==> src/hdl/multi_slot_value_toggler_top_defines.svh <==
// Assertion macros for the value toggler
`ifndef MULTI_SLOT_VALUE_TOGGLER_TOP_DEFINES_SVH
`define MULTI_SLOT_VALUE_TOGGLER_TOP_DEFINES_SVH
// implication checked on every clock, off while in reset
`define MSVT_ASSERT_IMP(label, ante, cons) \
    label: assert property (@(posedge i_clk) disable iff (!i_rst_n) (ante) |-> (cons)) \
        else $error("assertion failed");
// next-cycle implication
`define MSVT_ASSERT_NXT(label, ante, cons) \
    label: assert property (@(posedge i_clk) disable iff (!i_rst_n) (ante) |=> (cons)) \
        else $error("assertion failed");
`endif

==> src/hdl/msvt_pkg.sv <==
// Package for the value toggler: sizes, opcodes, slot record, states
package msvt_pkg;
    localparam int SLOTS = 8;
    localparam int SLOT_W = (SLOTS > 1) ? $clog2(SLOTS) : 1;
    localparam int CNT_W = 6;
    localparam logic [10:0] ID_MASK = 11'h7FF;

    typedef enum logic [1:0] {
        OP_START = 2'd0,
        OP_STOP  = 2'd1,
        OP_STOPALL = 2'd2,
        OP_TICK  = 2'd3
    } t_op;

    typedef enum logic [2:0] {
        S_IDLE,
        S_SCAN,
        S_WALK,
        S_SEND,
        S_STAT
    } t_state;

    typedef struct packed {
        logic        active;
        logic [10:0] id;
        logic [15:0] first;
        logic [15:0] second;
        logic [15:0] leave;
        logic [15:0] current;
        logic [31:0] period;
        logic [31:0] duration;
        logic [47:0] stop_time;
        logic [47:0] next_toggle;
    } t_slot;

    // one-slot decision from the shared compare unit
    typedef struct packed {
        logic        match;
        logic        expire;
        logic        due;
        logic [15:0] toggled;
    } t_eval;
endpackage

==> src/hdl/multi_slot_value_toggler_top.sv <==
// Top level of the value toggler: slot table, sequencer and stream ports
//  channel | dir | tdata fields (low bit first)            | tuser
//  s_axis  | in  | opcode,now_ms,chan_id,first_value,       | -
//          |     | second_value,leave_value,period,duration,|
//          |     | send_exit,run_enable                     |
//  m_axis  | out | out_id,out_value,status,stopped_count    | is_send; tlast=last
// Start and stop scan the slots one per cycle, then pass through the send and status states.
// Stop all and tick walk the slots in order and close the walk, then pass through the status state.
// Every slot is judged in turn by the single compare unit.
// Sends are issued from the walk or send state; an output stall holds them there.
// Reset is synchronous active low and frees every slot at once.
// Output stalls hold the walk or the send; input is taken only when idle.
`include "multi_slot_value_toggler_top_defines.svh"
module multi_slot_value_toggler_top import msvt_pkg::*; (
    input  logic         i_clk,
    input  logic         i_rst_n,
    input  logic         s_axis_tvalid,
    output logic         s_axis_tready,
    // opcode,now_ms,chan_id,first_value,second_value,leave_value,period,
    // duration,send_exit,run_enable, zero pad
    input  logic [175:0] s_axis_tdata,
    output logic         m_axis_tvalid,
    input  logic         m_axis_tready,
    // out_id,out_value,status,stopped_count, zero pad
    output logic [39:0]  m_axis_tdata,
    // is_send
    output logic         m_axis_tuser,
    output logic         m_axis_tlast
);
    t_slot r_slot [SLOTS];
    t_state r_state, n_state;
    logic [1:0]   r_op;
    logic [47:0]  r_now;
    logic [10:0]  r_id;
    logic [15:0]  r_v1, r_v2, r_vx;
    logic [31:0]  r_per, r_dur;
    logic         r_sx, r_run;
    logic [SLOT_W:0] r_idx, n_idx;
    logic         r_hit, n_hit;
    logic [SLOT_W-1:0] r_sel, n_sel;
    logic         r_free_ok, n_free_ok;
    logic [SLOT_W-1:0] r_free, n_free;
    logic [CNT_W-1:0] r_cnt, n_cnt;
    logic [1:0]   n_act;   // 0 none,1 clear,2 rearm
    logic         r_ov, r_ou, r_ol, r_ost;
    logic [10:0]  r_oid;
    logic [15:0]  r_oval;
    logic [CNT_W-1:0] r_ocnt;

    localparam logic [1:0] A_NONE = 2'd0, A_CLEAR = 2'd1, A_REARM = 2'd2;

    t_slot cur;
    t_eval ev;
    logic [SLOT_W-1:0] widx;
    logic in_acc, out_free;

    assign widx = r_idx[SLOT_W-1:0];
    assign cur = r_slot[widx];
    assign in_acc = s_axis_tvalid && s_axis_tready;
    assign out_free = !r_ov || m_axis_tready;
    assign s_axis_tready = (r_state == S_IDLE);

    msvt_eval u_eval (.i_slot(cur), .i_now(r_now), .i_id(r_id), .o_eval(ev));

    // start/stop resolution in S_SEND
    logic start_ok, stop_ok;
    logic [SLOT_W-1:0] tgt;
    assign start_ok = (r_per != 32'd0) && (r_hit || r_free_ok);
    assign stop_ok = r_hit;
    assign tgt = r_hit ? r_sel : r_free;
    t_slot tslot;
    assign tslot = r_slot[tgt];

    logic send_ss, ld_send, r_err;
    assign send_ss = (r_state == S_SEND) &&
                     ((t_op'(r_op) == OP_START) ? start_ok : stop_ok);
    assign ld_send = send_ss && out_free;

    logic emit, emit_stat;
    logic [10:0] e_id;
    logic [15:0] e_val;

    always_comb begin
        n_state = r_state; n_idx = r_idx; n_hit = r_hit; n_sel = r_sel;
        n_free_ok = r_free_ok; n_free = r_free; n_cnt = r_cnt;
        n_act = A_NONE;
        emit = 1'b0; emit_stat = 1'b0;
        e_id = cur.id; e_val = cur.leave;
        unique case (r_state)
            S_IDLE: if (in_acc) begin
                n_idx = '0; n_hit = 1'b0; n_free_ok = 1'b0; n_cnt = '0;
                n_state = (s_axis_tdata[1:0] == OP_START || s_axis_tdata[1:0] == OP_STOP)
                          ? S_SCAN : S_WALK;
            end
            S_SCAN: begin
                if (ev.match && !r_hit) begin n_hit = 1'b1; n_sel = widx; end
                if (!cur.active && !r_free_ok) begin n_free_ok = 1'b1; n_free = widx; end
                if (r_idx == (SLOT_W+1)'(SLOTS - 1) || SLOTS == 1) n_state = S_SEND;
                n_idx = r_idx + 1'b1;
            end
            S_WALK: begin
                if (r_idx == (SLOT_W+1)'(SLOTS)) n_state = S_STAT;
                else if (!cur.active || (t_op'(r_op) == OP_TICK && !r_run)) begin
                    n_idx = r_idx + 1'b1;
                end else if (t_op'(r_op) == OP_STOPALL) begin
                    if (!r_sx || out_free) begin
                        emit = r_sx; n_act = A_CLEAR;
                        n_cnt = r_cnt + 1'b1; n_idx = r_idx + 1'b1;
                    end
                end else if (ev.expire) begin
                    if (out_free) begin emit = 1'b1; n_act = A_CLEAR; n_idx = r_idx + 1'b1; end
                end else if (ev.due) begin
                    if (out_free) begin
                        emit = 1'b1; e_val = ev.toggled; n_act = A_REARM;
                        n_idx = r_idx + 1'b1;
                    end
                end else n_idx = r_idx + 1'b1;
            end
            S_SEND: begin
                // a rejected item goes straight to status; a send waits for the output
                if (!send_ss || out_free) n_state = S_STAT;
            end
            S_STAT: if (out_free) begin
                emit_stat = 1'b1; n_state = S_IDLE;
            end
            default: n_state = S_IDLE;
        endcase
    end

    always_ff @(posedge i_clk) begin
        if (!i_rst_n) begin
            r_state <= S_IDLE; r_ov <= 1'b0; r_idx <= '0; r_err <= 1'b0;
            for (int k = 0; k < SLOTS; k++) r_slot[k] <= '0;
        end else begin
            r_state <= n_state; r_idx <= n_idx;
            if (ld_send || emit || emit_stat) r_ov <= 1'b1;
            else if (m_axis_tready) r_ov <= 1'b0;
            if (r_state == S_IDLE) r_err <= 1'b0;
            else if (r_state == S_SEND && !send_ss) r_err <= 1'b1;
            if (ld_send) begin
                r_ou <= 1'b1; r_ol <= 1'b0; r_ost <= 1'b0;
                r_ocnt <= '0;
                if (t_op'(r_op) == OP_START) begin
                    r_oid <= r_id; r_oval <= r_v1;
                    r_slot[tgt] <= '{active: 1'b1, id: r_id, first: r_v1,
                        second: r_v2, leave: r_vx, current: r_v1, period: r_per,
                        duration: r_dur,
                        stop_time: (r_dur != 32'd0) ? r_now + 48'(r_dur) : 48'd0,
                        next_toggle: r_now + 48'(r_per)};
                end else begin
                    r_oid <= tslot.id; r_oval <= tslot.leave;
                    r_slot[tgt] <= '0;
                end
            end
            if (emit) begin
                r_ou <= 1'b1; r_ol <= 1'b0; r_ost <= 1'b0;
                r_ocnt <= '0; r_oid <= e_id; r_oval <= e_val;
            end
            if (emit_stat) begin
                r_ou <= 1'b0; r_ol <= 1'b1; r_ost <= r_err;
                r_oid <= '0; r_oval <= '0;
                r_ocnt <= (t_op'(r_op) == OP_STOPALL) ? r_cnt : '0;
            end
            if (n_act == A_CLEAR) r_slot[widx] <= '0;
            else if (n_act == A_REARM) begin
                r_slot[widx].current <= e_val;
                r_slot[widx].next_toggle <= r_now + 48'(cur.period);
            end
        end
    end

    always_ff @(posedge i_clk) begin
        r_hit <= n_hit; r_sel <= n_sel; r_free_ok <= n_free_ok; r_free <= n_free;
        r_cnt <= n_cnt;
        if (in_acc) begin
            r_op  <= s_axis_tdata[1:0];
            r_now <= s_axis_tdata[49:2];
            r_id  <= s_axis_tdata[60:50];
            r_v1  <= s_axis_tdata[76:61];
            r_v2  <= s_axis_tdata[92:77];
            r_vx  <= s_axis_tdata[108:93];
            r_per <= s_axis_tdata[140:109];
            r_dur <= s_axis_tdata[172:141];
            r_sx  <= s_axis_tdata[173];
            r_run <= s_axis_tdata[174];
        end
    end

    assign m_axis_tvalid = r_ov;
    assign m_axis_tuser = r_ou;
    assign m_axis_tlast = r_ol;
    assign m_axis_tdata = {5'd0, r_ocnt, r_ost, r_oval, r_oid};

    `MSVT_ASSERT_IMP(a_ready_idle, s_axis_tready, r_state == S_IDLE)
    `MSVT_ASSERT_IMP(a_last_status, r_ov && r_ol, !r_ou)
    `MSVT_ASSERT_NXT(a_stat_done, emit_stat, r_state == S_IDLE && r_ov && r_ol)
endmodule

==> src/hdl/msvt_eval.sv <==
// Shared compare unit: judges one slot against the current item
module msvt_eval import msvt_pkg::*; (
    input  t_slot       i_slot,
    input  logic [47:0] i_now,
    input  logic [10:0] i_id,
    output t_eval       o_eval
);
    always_comb begin
        o_eval.match   = i_slot.active && (i_slot.id == i_id);
        o_eval.expire  = (i_slot.duration != 32'd0) && (i_slot.stop_time != 48'd0)
                         && (i_now >= i_slot.stop_time);
        o_eval.due     = i_now >= i_slot.next_toggle;
        o_eval.toggled = (i_slot.current == i_slot.first) ? i_slot.second : i_slot.first;
    end
endmodule

==> config.mk <==
export PLATFORM = sky130hd
export DESIGN_NAME = multi_slot_value_toggler_top
export DESIGN_NICKNAME = d
export VERILOG_FILES = /design/src/hdl/msvt_pkg.sv /design/src/hdl/multi_slot_value_toggler_top.sv /design/src/hdl/msvt_eval.sv
export VERILOG_INCLUDE_DIRS = /design/src /design/src/hdl
export SDC_FILE = /design/constraint.sdc
export NUM_CORES = 2
export LEC_CHECK = 0
export BUFFER_PORTS_ARGS = -buffer_cell sky130_fd_sc_hd__buf_2
export CAP_MARGIN = 10
export CORE_MARGIN = 2
export CORE_UTILIZATION = 49
export CTS_BUF_LIST = sky130_fd_sc_hd__clkbuf_8
export CTS_CLUSTER_SIZE = 14
export DETAILED_ROUTE_END_ITERATION = 7
export GPL_ROUTABILITY_DRIVEN = 0
export GPL_TIMING_DRIVEN = 0
export SETUP_SLACK_MARGIN = 0.15
export SKIP_CTS_REPAIR_TIMING = 1
export SYNTH_ARGS = -nofsm -noshare
export SYNTH_HDL_FRONTEND = slang
export SYNTH_SLANG_ARGS = --single-unit
==> constraint.sdc <==
create_clock -name i_clk -period 41.3 [get_ports i_clk]
set_clock_uncertainty 0.15 [all_clocks]
set_input_delay 8.26 -clock i_clk [delete_from_list [all_inputs] [get_ports i_clk]]
set_output_delay 8.26 -clock i_clk [all_outputs]
set_load 0.02 [all_outputs]
==> Word-level counts from Yosys, hierarchy flattened <==
Memory sizes are Yosys's and may differ from the RTL's. A register that Yosys moved wholly into a read port is not among the register bits.
Cells that the tools add are included.
{ "totals": {"register_bits": 234, "ram_bits": 1888, "inputBits": 180, "n_memories": 1} }
{ "classes": {"add_sub_neg": 5, "order_cmp": 2, "eq_ne": 25, "mux": 100, "bitwise_logic": 4, "n_reduce_logical": 49} }
{ "mem_list": {"columns": ["memory", "depth", "word_bits", "read_ports", "rd_ports_with_merged_regs", "write_ports", "line", "rtl"], "rows": [
  ["r_slot", 8, 236, 2, 1, 8, "multi_slot_value_toggler_top.sv:30", "t_slot r_slot [SLOTS];"]
]} }
{ "op_table": {"columns": ["operator", "n"], "rows": [
  ["$mux W236", 3],
  ["$reduce_or A236 Y1", 2],
  ["$mux W16", 12],
  ["$add A48 B32 Y48", 3],
  ["$ge A48 B48 Y1", 2],
  ["$mux W48", 2],
  ["$reduce_bool A32 Y1", 3],
  ["$mux W6", 9],
  ["$reduce_bool A48 Y1", 1],
  ["$mux W1", 39],
  ["$mux W11", 3],
  ["$mux W3", 11],
  ["$mux W4", 8],
  ["$ne A2 B2 Y1 const B", 9],
  ["$eq A16 B16 Y1", 1],
  ["$mux W2", 8],
  ["$pmux W3 S5", 1],
  ["$pmux W4 S3", 1],
  ["$pmux W6 S2", 1],
  ["$eq A11 B11 Y1", 1],
  ["$logic_and A1 B1 Y1", 11],
  ["$logic_or A1 B1 Y1", 8],
  ["$logic_not A1 Y1", 7],
  ["$add A6 B1 Y6 const B", 1],
  ["other kinds (23)", 38]
]} }

==> Longest topological paths before layout <==
{ "logic_depth": {"word_depth": 17, "mapped_depth": 31} }

==> Modules after synthesis <==
A second synthesis with hierarchy kept.
{ "unflattened": {"hier_cells": 7258, "hier_area_um2": 101481.1} }
{ "modules_own_cells": {"columns": ["module", "instances", "cells_per_inst", "area_per_inst_um2"], "rows": [
  ["multi_slot_value_toggler_top", 1, 6846, 98458.2],
  ["msvt_eval", 1, 412, 3022.9]
]} }

==> Worst setup path after synthesis <==
OpenSTA, ideal clock, no wires.
{ "synth_path": {"kind": "input -> register", "start": "input port m_axis_tready", "end": "memory r_slot[0][100] (netlist name) (enable)", "setup_ns": 0.942, "arrival_time_ns": 22.183, "required_ns": 40.208, "slack_ns": 18.025, "cell_stages": 9, "path_cell_list": "nor2b_1 nor4_1 nand3_1 a21oi_1 nor2_1 a211oi_1 a31oi_1 clkbuf_1 o21ai_0"} }
{ "synth_lines": {"columns": ["element", "line", "rtl"], "rows": [
  ["start: declaration", "multi_slot_value_toggler_top.sv:23", "input logic m_axis_tready,"],
  ["end: declaration", "multi_slot_value_toggler_top.sv:30", null]
]} }

==> results.yml <==
placement:
  hpwl_um: 259000
  io_buffer_count: 215
  place_inst: 10500
sta:
  slew-limit-headroom: -0.00144
  period_share: 0.358
  final-hold-violation-count: 0
  grt_setup_unrepaired: "no"
  fmax_mhz: 67.6
  fin_tns_setup_ns: 0
  final_max_slew_viol_count: 1
  holdWs_ns: 0.360
  setup_viol: 0
  finalCriticalPeriod_ns: 14.79
  tightest_slew_ns: 1.46
clock_network:
  cts.sinks: 2125
  clk_latency_ns: 1.14
  cts-root-buf: "clkbuf_8"
  ctsLongestPathBuffers: 4
  cts_buffers: 374
  htreeDepth: 5
  path_clk_slew_ns: 0.07
  cts_tree: "done"
synth:
  synth_top_area_share: 0.628
  ys.flop_type: "edfxtp_1"
  synth-seq-cells: 2125
  synth_area_leaders: "edfxtp_1 (63%), mux4_2 (9.0%), nor2_1 (4.4%)"
  yosysTopAreaCell: "edfxtp_1"
  synth_most_common_cell: "edfxtp_1"
  synth-edff-count: 2113
  async_reset_ff_frac: 0
  ys_top_cells_by_count: "edfxtp_1 (2113), nor2_1 (1183), and3_1 (653)"
  synth_cells: 7460
  netlist_area_um2: 101000
  ys_types: 82
  postSynthAreaPerCell_um2: 13.5
  yosysSeqAreaShare: 0.630
  yosysWarnings: 0
routing:
  dr.pass1.iters: 6
  ant_nets: 0
  finalWirelength_um: 366000
  drtIter0Drc: 11300
  remaining_drc_errors: 0
  num_vias: 72900
  wl_per_cell_um: 32.9
  via_per_inst: 6.54
power:
  comb_power_share: 0.330
  internal_power_mw: 4.15
  p_leak_nw: 42.1
  power_mw: 6.79
  p_switching_mw: 2.64
  clkPwrFrac: 0.262
  power_density_nw_per_um2: 59.3
  sequentialPowerShare: 0.408
  worst_ir_drop_vdd_mv: 0.0500
  switching_share: 0.389
die:
  die_area_um2: 210000
  core_um2: 205000
  ios: 224
  rows: 166
  start_util: 0.493
  die_h_um: 458
  die_x_um: 458
cells_and_area:
  area_growth_syn_to_layout_pct: 13.3
  fin_nets: 8542
  drive_above_1_share: 0.174
  final_cells: 11100
worst_setup_path:
  crit_required_ns: 41.90
  critical_path_arrival_ns: 15.40
  crit_buf_inv: 16
  path_class: "flip-flop to flip-flop"
  crit_fanout: 28
  crit_path_start_kind: "flip-flop"
  cp_common_cell: "buf_2"
  max_stage_delay_ns: 0.94
  crit_slowest_cell: "clkbuf_1"
  crit_family: "buffers and inverters"
  critPathCaptureType: "flip-flop"
  r2r_setup_slack_ns: 26.51
global_route:
  grt_pass1_vias: 70500
  grt_pass1_wl_um: 511000
  grt_max_degree: 113
  grt.overflow.total: 0
  grt.total_usage: 0.344
  antenna_found_initial: 21
run_status:
  status: "finished with violations"
  violations: "capacitance limit, slew limit"
flow_run:
  maxCapViolations: 1
hold_path:
  hp-class: "flip-flop to flip-flop"
[path summary, 6_finish.rpt]
check	from	to	depth (start not counted)
max	flip-flop	r_slot[5][133]$_SDFFCE_PN0P_	27
max reg2reg	flip-flop	r_slot[5][133]$_SDFFCE_PN0P_	27
min reg2reg	r_err$_SDFFE_PP0P_	r_err$_SDFFE_PP0P_	2
min	r_err$_SDFFE_PP0P_	r_err$_SDFFE_PP0P_	2
[area by class of cell]
| cell class | count | area [um^2] |
|---|---|---|
| plain buffers | 565 | 2440 |
| inverters | 34 | 135 |
| fillers | 16900 | 90300 |
| diodes | 27 | 67.6 |
| well taps | 2688 | 3360 |
| clock buffers | 384 | 5290 |
| flip-flops and latches | 2125 | 63700 |
| multi-input cells | 4741 | 35000 |
| repair buffers | 323 | 3300 |
| clock inverters | 253 | 1210 |
[worst register-to-register path, stage by stage, from the launching register on]
cell      delay [ns]
dfxtp_1         0.33
buf_2           0.42
buf_2           0.46
buf_2           0.55
buf_2           0.50
buf_1           0.91
buf_2           0.66
clkbuf_1        0.98
buf_2           0.83
clkbuf_1        0.47
buf_16          0.23
buf_1           0.86
mux2i_1         0.24
ha_1            0.38
nand4_1         0.12
nor2_1          0.25
nor4b_1         0.58
a21oi_1         0.33
a221oi_1        0.75
nand4_1         0.89
a211oi_1        0.82
a31oi_2         0.26
clkbuf_1        0.59
o21ai_4         0.89
buf_12          0.29
buf_16          0.20
buf_12          0.23
buf_12          0.25
[cell families after synthesis]
family,count (synthesis),share of synthesized area
DFF,2125,0.630
and+or+nand+nor,3055,0.145
buffers and inverters,599,0.0253
other,1,0.0000371
muxes,654,0.116
xor gates and xnor gates,135,0.0117
AOI/OAI and AO/OA,693,0.0471
adders and majority gates,198,0.0247
[power groups by stage]
stage | registers, mW | logic [mW] | clock network [mW]
6_report | 2.77 | 2.24 | 1.78
5_1_grt | 2.77 | 2.34 | 1.87
4_1_cts | 2.76 | 2.17 | 1.78
3_5_place_dp | 2.80 | 2.16 | 0
3_3_place_gp | 2.89 | 2.09 | 0
2_1_floorplan | 2.71 | 1.31 | 0
[per-stage QoR]
stage,instance area (um^2),setup WS (ns),utilization
2_1_floorplan,101000,18.03,-
3_3_place_gp,105000,1.93,0.515
3_5_place_dp,108000,27.15,0.526
4_1_cts,114000,27.14,0.558
5_1_grt,114000,26.68,0.559
6_report,114000,26.51,0.559
[sequential cells by signal, indices dropped and copies added, names as in the netlist, 16 cells and up, named ones only]
name,count
r_oval,16
r_v2,16
r_now,48
r_v1,16
r_vx,16
r_slot,1888
r_dur,32
r_per,32
[routing by layer]
metal,share of wire,up-vias,track usage
met3,0.13,989,0.0976
li1,-,30100,-
met5,0.00011,-,0
met4,0.058,6,0.179
met2,0.44,5251,0.510
met1,0.37,36600,0.462
[layout by cell type, fill, tap and decap left out, types with 29 or more instances in the layout]
master,instances
a211oi_1,31
a21o_1,51
a21oi_1,173
a22oi_1,48
a311o_1,29
a311oi_1,30
and3_1,653
buf_1,74
buf_12,49
buf_16,34
buf_2,349
buf_4,29
clkbuf_1,323
clkbuf_8,384
clkinv_1,96
clkinv_2,35
edfxtp_1,2113
ha_1,195
inv_1,140
mux2_2,56
mux2i_1,193
mux4_2,404
nand2_1,465
nand3_1,141
nand4_1,52
nor2_1,1183
nor2b_1,87
nor3_1,219
nor4_1,95
o211ai_1,32
o21ai_0,102
or2_2,36
or4_1,34
xnor2_1,66
xor2_1,69
No activity file was read; power rests on OpenSTA's default activity.
